--- config.mk ---
export PLATFORM = sky130hd
export DESIGN_NAME = recursive_mutex_with_fifo_waiters
export DESIGN_NICKNAME = d
export VERILOG_FILES = /design/src/sv/rmutex_pkg.sv /design/src/sv/recursive_mutex_with_fifo_waiters.sv /design/src/sv/rmutex_ram.sv /design/src/sv/rmutex_core.sv
export SDC_FILE = /design/constraint.sdc
export NUM_CORES = 1
export LEC_CHECK = 0
export ABC_AREA = 1
export ABC_CLOCK_PERIOD_IN_PS = 7900
export CORE_UTILIZATION = 60
export DETAILED_ROUTE_END_ITERATION = 12
export DONT_BUFFER_PORTS = 1
export GPL_TIMING_DRIVEN = 1
export PLACE_DENSITY_LB_ADDON = 0.1
export SLEW_MARGIN = 10
export SYNTH_ARGS = -nofsm -noshare
export SYNTH_HDL_FRONTEND = slang
export SYNTH_SLANG_ARGS = --single-unit
--- constraint.sdc ---
create_clock -name clk -period 7.9 [get_ports clk]
set_input_delay 1.58 -clock clk [delete_from_list [all_inputs] [get_ports clk]]
set_output_delay 1.58 -clock clk [all_outputs]
set_load 0.005 [all_outputs]
--- src/sv/rmutex_pkg.sv ---
`default_nettype none

package rmutex_pkg;

  // default sizes
  localparam int QUEUE_DEPTH_DEF = 16;
  localparam int COUNT_BITS_DEF  = 16;

  // fixed field widths
  localparam int FUNC_W   = 2;
  localparam int TID_W    = 8;
  localparam int STATUS_W = 3;
  localparam int LEVEL_W  = 16;

  // requested operation
  typedef enum logic [FUNC_W-1:0] {
    FUNC_LOCK    = 2'd0,
    FUNC_TRYLOCK = 2'd1,
    FUNC_UNLOCK  = 2'd2
  } func_t;

  // answer codes
  typedef enum logic [STATUS_W-1:0] {
    STS_ACQUIRED    = 3'd0,
    STS_BUSY        = 3'd1,
    STS_BLOCKED     = 3'd2,
    STS_RELEASED    = 3'd3,
    STS_STILL_HELD  = 3'd4,
    STS_UNLOCK_FREE = 3'd5,
    STS_QUEUE_FULL  = 3'd6,
    STS_COUNT_OVF   = 3'd7
  } status_t;

  // sequencer states
  typedef enum logic {
    ST_IDLE = 1'b0,
    ST_EXEC = 1'b1
  } state_t;

  // one result transaction
  typedef struct packed {
    status_t             status;
    logic                woken_valid;
    logic [TID_W-1:0]    woken_thread;
    logic [LEVEL_W-1:0]  hold_level;
  } result_t;

endpackage

`default_nettype wire

--- src/sv/recursive_mutex_with_fifo_waiters.sv ---
// A request is captured together with the read of the waiter queue RAM head
// entry, decided in ST_EXEC once the output register can take a result, and its
// result transaction is then registered in the output register. Requests are
// taken one at a time: the input stalls until the decision and write-back.
// Reset: synchronous; lock state, queue pointers, mode and output valid clear.
// Queue RAM contents are not cleared and need no clearing pass.
`default_nettype none

module recursive_mutex_with_fifo_waiters #(
  parameter int QUEUE_DEPTH = rmutex_pkg::QUEUE_DEPTH_DEF,
  parameter int COUNT_BITS  = rmutex_pkg::COUNT_BITS_DEF
) (
  input  wire logic                              clk,
  input  wire logic                              rst,
  input  wire logic                              cfg_valid,
  output      logic                              cfg_ready,
  input  wire logic                              recursive_mode,
  input  wire logic                              in_valid,
  output      logic                              in_stall,
  input  wire logic [rmutex_pkg::FUNC_W-1:0]     func,
  input  wire logic [rmutex_pkg::TID_W-1:0]      thread_id,
  output      logic                              out_valid,
  input  wire logic                              out_stall,
  output      logic [rmutex_pkg::STATUS_W-1:0]   status,
  output      logic                              woken_valid,
  output      logic [rmutex_pkg::TID_W-1:0]      woken_thread,
  output      logic [rmutex_pkg::LEVEL_W-1:0]    hold_level
);

  logic                 res_ready;
  logic                 res_valid;
  rmutex_pkg::result_t  res;
  rmutex_pkg::result_t  out_res;

  assign cfg_ready = 1'b1;

  // output register may take a new result when empty or draining
  assign res_ready = !out_valid || !out_stall;

  rmutex_core #(
    .QUEUE_DEPTH (QUEUE_DEPTH),
    .COUNT_BITS  (COUNT_BITS)
  ) u_core (
    .clk       (clk),
    .rst       (rst),
    .cfg_we    (cfg_valid && cfg_ready),
    .cfg_data  (recursive_mode),
    .in_valid  (in_valid),
    .in_stall  (in_stall),
    .func      (func),
    .thread_id (thread_id),
    .res_ready (res_ready),
    .res_valid (res_valid),
    .res       (res)
  );

  // output register valid
  always_ff @(posedge clk) begin
    if (rst) begin
      out_valid <= 1'b0;
    end else if (res_valid) begin
      out_valid <= 1'b1;
    end else if (!out_stall) begin
      out_valid <= 1'b0;
    end
  end

  // output register payload
  always_ff @(posedge clk) begin
    if (res_valid) begin
      out_res <= res;
    end
  end

  assign status       = out_res.status;
  assign woken_valid  = out_res.woken_valid;
  assign woken_thread = out_res.woken_thread;
  assign hold_level   = out_res.hold_level;

`ifndef NO_ASSERTIONS
  // a taken request blocks the input for its decision cycle
  a_one_at_a_time: assert property (@(posedge clk) disable iff (rst)
    (in_valid && !in_stall) |=> in_stall)
    else $error("request accepted while previous one in progress");

  // a new result never overwrites a held, stalled result
  a_no_overwrite: assert property (@(posedge clk) disable iff (rst)
    res_valid |-> (!out_valid || !out_stall))
    else $error("result overwrote pending output");

  // a woken waiter only comes with a full release
  a_wake_on_release: assert property (@(posedge clk) disable iff (rst)
    (out_valid && woken_valid) |-> (status == rmutex_pkg::STS_RELEASED))
    else $error("waiter woken without release");

  // results only follow a request
  a_result_after_request: assert property (@(posedge clk) disable iff (rst)
    res_valid |-> in_stall)
    else $error("result produced outside decision cycle");
`endif

endmodule

`default_nettype wire

--- src/sv/rmutex_ram.sv ---
`default_nettype none

module rmutex_ram #(
  parameter int WIDTH = 8,
  parameter int DEPTH = 16
) (
  input  wire logic                     clk,
  input  wire logic                     we,
  input  wire logic [$clog2(DEPTH)-1:0] waddr,
  input  wire logic [WIDTH-1:0]         wdata,
  input  wire logic                     re,
  input  wire logic [$clog2(DEPTH)-1:0] raddr,
  output      logic [WIDTH-1:0]         rdata
);

  logic [WIDTH-1:0] mem [DEPTH];

  // write port
  always_ff @(posedge clk) begin
    if (we) begin
      mem[waddr] <= wdata;
    end
  end

  // registered read port, holds while not enabled
  always_ff @(posedge clk) begin
    if (re) begin
      rdata <= mem[raddr];
    end
  end

endmodule

`default_nettype wire

--- src/sv/rmutex_core.sv ---
`default_nettype none

module rmutex_core #(
  parameter int QUEUE_DEPTH = rmutex_pkg::QUEUE_DEPTH_DEF,
  parameter int COUNT_BITS  = rmutex_pkg::COUNT_BITS_DEF
) (
  input  wire logic                           clk,
  input  wire logic                           rst,
  input  wire logic                           cfg_we,
  input  wire logic                           cfg_data,
  input  wire logic                           in_valid,
  output      logic                           in_stall,
  input  wire logic [rmutex_pkg::FUNC_W-1:0]  func,
  input  wire logic [rmutex_pkg::TID_W-1:0]   thread_id,
  input  wire logic                           res_ready,
  output      logic                           res_valid,
  output      rmutex_pkg::result_t            res
);

  localparam int PTR_W = $clog2(QUEUE_DEPTH);
  localparam int CNT_W = $clog2(QUEUE_DEPTH + 1);

  rmutex_pkg::state_t state, state_next;

  logic                           recursive_mode;
  logic [rmutex_pkg::FUNC_W-1:0]  func_q;
  logic [rmutex_pkg::TID_W-1:0]   tid_q;

  logic [COUNT_BITS-1:0]          hold_count, hold_count_next;
  logic [rmutex_pkg::TID_W-1:0]   owner_id, owner_id_next;
  logic                           owner_valid, owner_valid_next;
  logic [PTR_W-1:0]               queue_head, queue_head_next;
  logic [PTR_W-1:0]               queue_tail, queue_tail_next;
  logic [CNT_W-1:0]               queue_count, queue_count_next;

  logic                           accept;
  logic                           ram_we;
  logic [rmutex_pkg::TID_W-1:0]   ram_rdata;
  logic                           relock;
  logic [31:0]                    level_ext;

  assign accept   = in_valid && (state == rmutex_pkg::ST_IDLE);
  assign in_stall = (state != rmutex_pkg::ST_IDLE);

  // waiter queue storage, head entry is read when a request is taken
  rmutex_ram #(
    .WIDTH (rmutex_pkg::TID_W),
    .DEPTH (QUEUE_DEPTH)
  ) u_queue (
    .clk   (clk),
    .we    (ram_we),
    .waddr (queue_tail),
    .wdata (tid_q),
    .re    (accept),
    .raddr (queue_head),
    .rdata (ram_rdata)
  );

  // mode register
  always_ff @(posedge clk) begin
    if (rst) begin
      recursive_mode <= 1'b0;
    end else if (cfg_we) begin
      recursive_mode <= cfg_data;
    end
  end

  // request capture
  always_ff @(posedge clk) begin
    if (accept) begin
      func_q <= func;
      tid_q  <= thread_id;
    end
  end

  // state and lock registers
  always_ff @(posedge clk) begin
    if (rst) begin
      state       <= rmutex_pkg::ST_IDLE;
      hold_count  <= '0;
      owner_id    <= '0;
      owner_valid <= 1'b0;
      queue_head  <= '0;
      queue_tail  <= '0;
      queue_count <= '0;
    end else begin
      state       <= state_next;
      hold_count  <= hold_count_next;
      owner_id    <= owner_id_next;
      owner_valid <= owner_valid_next;
      queue_head  <= queue_head_next;
      queue_tail  <= queue_tail_next;
      queue_count <= queue_count_next;
    end
  end

  assign relock = recursive_mode && owner_valid && (owner_id == tid_q);

  // read-modify-write of the lock state
  always_comb begin
    state_next       = state;
    hold_count_next  = hold_count;
    owner_id_next    = owner_id;
    owner_valid_next = owner_valid;
    queue_head_next  = queue_head;
    queue_tail_next  = queue_tail;
    queue_count_next = queue_count;
    ram_we           = 1'b0;
    res_valid        = 1'b0;
    res.status       = rmutex_pkg::STS_ACQUIRED;
    res.woken_valid  = 1'b0;
    res.woken_thread = '0;

    unique case (state)
      rmutex_pkg::ST_IDLE: begin
        if (in_valid) begin
          state_next = rmutex_pkg::ST_EXEC;
        end
      end
      rmutex_pkg::ST_EXEC: begin
        case (func_q) inside
          rmutex_pkg::FUNC_LOCK, rmutex_pkg::FUNC_TRYLOCK: begin
            if (res_ready) begin
              res_valid  = 1'b1;
              state_next = rmutex_pkg::ST_IDLE;
              if (relock) begin
                if (hold_count == '1) begin
                  res.status = rmutex_pkg::STS_COUNT_OVF;
                end else begin
                  hold_count_next = hold_count + COUNT_BITS'(1);
                end
              end else if (hold_count == '0) begin
                owner_id_next    = tid_q;
                owner_valid_next = 1'b1;
                hold_count_next  = COUNT_BITS'(1);
              end else if (func_q == rmutex_pkg::FUNC_TRYLOCK) begin
                res.status = rmutex_pkg::STS_BUSY;
              end else if (queue_count == CNT_W'(QUEUE_DEPTH)) begin
                res.status = rmutex_pkg::STS_QUEUE_FULL;
              end else begin
                ram_we           = 1'b1;
                queue_tail_next  = (queue_tail == PTR_W'(QUEUE_DEPTH - 1)) ? '0
                                   : queue_tail + PTR_W'(1);
                queue_count_next = queue_count + CNT_W'(1);
                res.status       = rmutex_pkg::STS_BLOCKED;
              end
            end
          end
          rmutex_pkg::FUNC_UNLOCK: begin
            if (res_ready) begin
              res_valid  = 1'b1;
              state_next = rmutex_pkg::ST_IDLE;
              if (hold_count == '0) begin
                res.status = rmutex_pkg::STS_UNLOCK_FREE;
              end else begin
                hold_count_next = hold_count - COUNT_BITS'(1);
                if (hold_count == COUNT_BITS'(1)) begin
                  owner_id_next    = '0;
                  owner_valid_next = 1'b0;
                  res.status       = rmutex_pkg::STS_RELEASED;
                  // hand the head waiter back for a retry
                  if (queue_count != '0) begin
                    res.woken_valid  = 1'b1;
                    res.woken_thread = ram_rdata;
                    queue_head_next  = (queue_head == PTR_W'(QUEUE_DEPTH - 1)) ? '0
                                       : queue_head + PTR_W'(1);
                    queue_count_next = queue_count - CNT_W'(1);
                  end
                end else begin
                  res.status = rmutex_pkg::STS_STILL_HELD;
                end
              end
            end
          end
          default: begin
            // unused code: no change, no result
            state_next = rmutex_pkg::ST_IDLE;
          end
        endcase
      end
      default: begin
        state_next = rmutex_pkg::ST_IDLE;
      end
    endcase

    level_ext      = 32'(hold_count_next);
    res.hold_level = level_ext[rmutex_pkg::LEVEL_W-1:0];
  end

endmodule

`default_nettype wire
==> qor.csv <==
stage;metric;value;unit
drt;drt via density;5.86;
finish;layout cells sized above 1;8.21;%
finish;Antenna Cells;0;
worst_setup_path;Crit path max-delay family;simple AND/OR/NAND/NOR gates;
global_routing;total grt overflow;0;
clock_tree;Clock Tree Root;clkbuf_16;
timing;# setup viols final;0;
logic_synthesis;syn avg cell area;9.50;sq um
place;hpwl dp;16.4;mm
place;Placed Area;10500;sq um
global_routing;GRT Overall Usage;27.7;%
logic_synthesis;Syn Nets;1128;
timing;final worst-path cycle share;47.2;%
clock_tree;clk_lat worst skew;0.52;ns
floorplan;chip height;134;um
clock_tree;Hold-fix buffers, CTS;0;
drt;Vias;7708;
flow_run;max cap viols;0;
worst_setup_path;R2R cell count;6;
min_path;Hold Crit Depth;2;
timing;min Tclk post-route;3.73;ns
place;port bufs;0;
worst_setup_path;Critical Path End Type;flop;
outcome;status;complete, no violations;
min_path;Hold Path Class;flop to flop;
logic_synthesis;ys flop type;edfxtp_1;
logic_synthesis;Yosys cell types;44;
floorplan;count of standard-cell rows;47;
power_and_ir_drop;power per standard cell area;223;nW/um^2
logic_synthesis;post-synthesis sequential area ratio;57.9;%
timing;Fmax;268;MHz
worst_setup_path;Stages on worst setup path;9;
worst_setup_path;CP most frequent cell;inv_2;
global_routing;largest net degree at the start of global routing;69;
clock_tree;H-tree level count;1;
worst_setup_path;Max FO, Critical Path;17;
timing;Worst Tran Pin Value;1.10;ns
clock_tree;CTS tree;built;
worst_setup_path;critical path cell sequence;nand2_2, inv_2, nor2_1, inv_1, nor2_2, nand3_2, inv_2, nand2_4, nor3_1;
timing;RSZ-0062 raised after global routing;no;
global_routing;vias in the first global route;6887;
timing;Setup TNS;0;ns
drt;drt first pass iters;6;
logic_synthesis;Post-Syn Area;10400;sq um
worst_setup_path;worst path bufs/invs;3;
global_routing;first-pass GRT wire length;37.7;mm
worst_setup_path;slowest stage delay, CP;0.78;ns
finish;most common cell after layout, fill and taps aside;nand2_1;
worst_setup_path;Arr. time, crit path;3.86;ns
drt;Total Wirelength;24.6;mm
finish;synthesis-to-layout area growth;8.23;%
timing;fin. max-slew vios;0;
timing;Rel. slew slack;26.9;%
clock_tree;CTS Sinks;215;
floorplan;DIE AREA;17900;sq um
drt;residual DRC count;0;
drt;Final ANT Viol Nets;0;
clock_tree;Clock Tree Buf Depth;3;
place;GP Congestion;0.941;
worst_setup_path;worst path required time;8.02;ns
logic_synthesis;FF+latch count, synth;215;
logic_synthesis;asr flop ratio synth;0;%
clock_tree;post-CTS setup buffers;0;
floorplan;die width;134;um
timing;clk_skew;0.0235;ns
worst_setup_path;slowest stage cell, crit path;nor3_1;
floorplan;IO Count;47;
logic_synthesis;cell count after synthesis;1098;
finish;commonest cells after routing, fill and taps aside;nand2_1 (235), edfxtp_1 (174), nor2_1 (162);
floorplan;Core Area;16800;sq um
finish;Final Instance Area;11300;sq um
power_and_ir_drop;Leak;4.28;nW
timing;Hold Vio Cnt, Final;0;
logic_synthesis;Post-synth EDFFs;174;
finish;nets@finish;1110;
power_and_ir_drop;Worst VDD drop;0.235;mV
drt;WL/cell;18.7;um
clock_tree;Num CTS Buffers;22;
worst_setup_path;type of origin of the critical path;input port;
logic_synthesis;yosys warns;0;
clock_tree;PostCTS Resize Cnt;0;
worst_setup_path;Crit Path Class;input port to flop;
global_routing;initial antenna violation count;0;
drt;violation count after the first detailed-route iteration;874;
clock_tree;clk slew on worst S/H paths;0.06;ns
floorplan;initial core utilization;62.3;%
[cells by family (layout without fill, tap and decap cells)]
kind of cell | count (synthesis) | in the layout | share of synthesized area, %
adders and majority gates | 14 | 14 | 1.75
buffers and inverters | 152 | 150 | 6.00
xor gates and xnor gates | 11 | 11 | 0.923
AOI/OAI and AO/OA | 143 | 143 | 8.29
DFF | 215 | 215 | 57.9
other | 1 | 1 | 0.0359
muxes | 13 | 13 | 1.25
and+or+nand+nor | 549 | 549 | 23.8
[flip-flops by register name, summed over array words and instances, names as in the netlist]
| name | flops |
|---|---|
| u_core.u_queue.mem | 128 |
| hold_level | 16 |
| u_core.hold_count | 16 |
| u_core.owner_id | 8 |
| u_core.tid_q | 8 |
| u_core.u_queue.rdata | 8 |
| woken_thread | 8 |
| u_core.queue_count | 5 |
| u_core.queue_head | 4 |
| u_core.queue_tail | 4 |
| status | 3 |
| u_core.func_q | 2 |
| out_valid | 1 |
| u_core.in_stall | 1 |
| u_core.owner_valid | 1 |
| u_core.recursive_mode | 1 |
| woken_valid | 1 |
[synthesized netlist by cell type, types with 13 or more instances]
cell      instances  area (sq um)
nand2_1         235           882
edfxtp_1        174          5230
nor2_1          163           612
inv_1            95           357
nand3_1          78           390
o21ai_0          54           270
a21oi_1          41           205
dfxtp_1          41           821
clkbuf_1         25          93.8
nand4_1          24           150
o32ai_1          19           166
ha_1             13           163
mux2i_1          13           130
o221ai_1         13           114
[where the power goes]
group          switching [mW]  internal, mW
Sequential             0.0324          1.24
Combinational           0.105        0.0471
Clock                   0.425         0.667
Total                   0.563          1.96
[area by class of cell]
cell class / instances / area (sq um)
Clock buffer: 29 / 597
Fill cell: 1281 / 5470
Inverter: 105 / 394
Tap cell: 220 / 275
Multi-Input combinational cell: 731 / 3760
Sequential cell: 215 / 6050
Clock inverter: 11 / 175
Timing Repair Buffer: 5 / 37.5
[final timing paths]
kind                                          from                        to  slack, ns
worst max-delay path                     out_stall  u_core.u_queue.mem[7][4]       4.17
worst min-delay path            u_core.owner_id[7]        u_core.owner_id[7]       0.48
worst max register to register     u_core.in_stall  u_core.u_queue.mem[7][4]       4.35
worst min register to register  u_core.owner_id[7]        u_core.owner_id[7]       0.48
[layer usage]
metal	routed length, um	part of all wire, %	vias up	GRT usage, %
li1	-	-	3710	-
met1	11200	46	3579	42.6
met2	10500	43	383	39.4
met3	2460	10	36	6.95
met4	434	1.8	0	6.25
met5	0	0	-	0
[tightest hold or removal path: cells and delay by family, from the launching register on]
kind / cells / cell delay, ns
flops: 1 / 0.32
simple gates: 1 / 0.06
compound gates: 1 / 0.06
[through the flow]
| stage | setup WS (ns) | hold slack, ns | utilization, % | cells | power [mW] |
|---|---|---|---|---|---|
| 6_report | 4.17 | 0.477 | 67.4 | 1316 | 2.52 |
| 2_1_floorplan | 4.10 | 0.447 | - | 1098 | 1.41 |
| 3_5_place_dp | 3.69 | 0.465 | 62.8 | 1276 | 1.45 |
| 3_3_place_gp | 3.78 | 0.461 | 62.8 | 1276 | 1.45 |
| 5_1_grt | 3.93 | 0.490 | 67.4 | 1316 | 2.59 |
| 4_1_cts | 4.21 | 0.474 | 67.4 | 1316 | 2.53 |
Power figures use the tool's default switching activity.
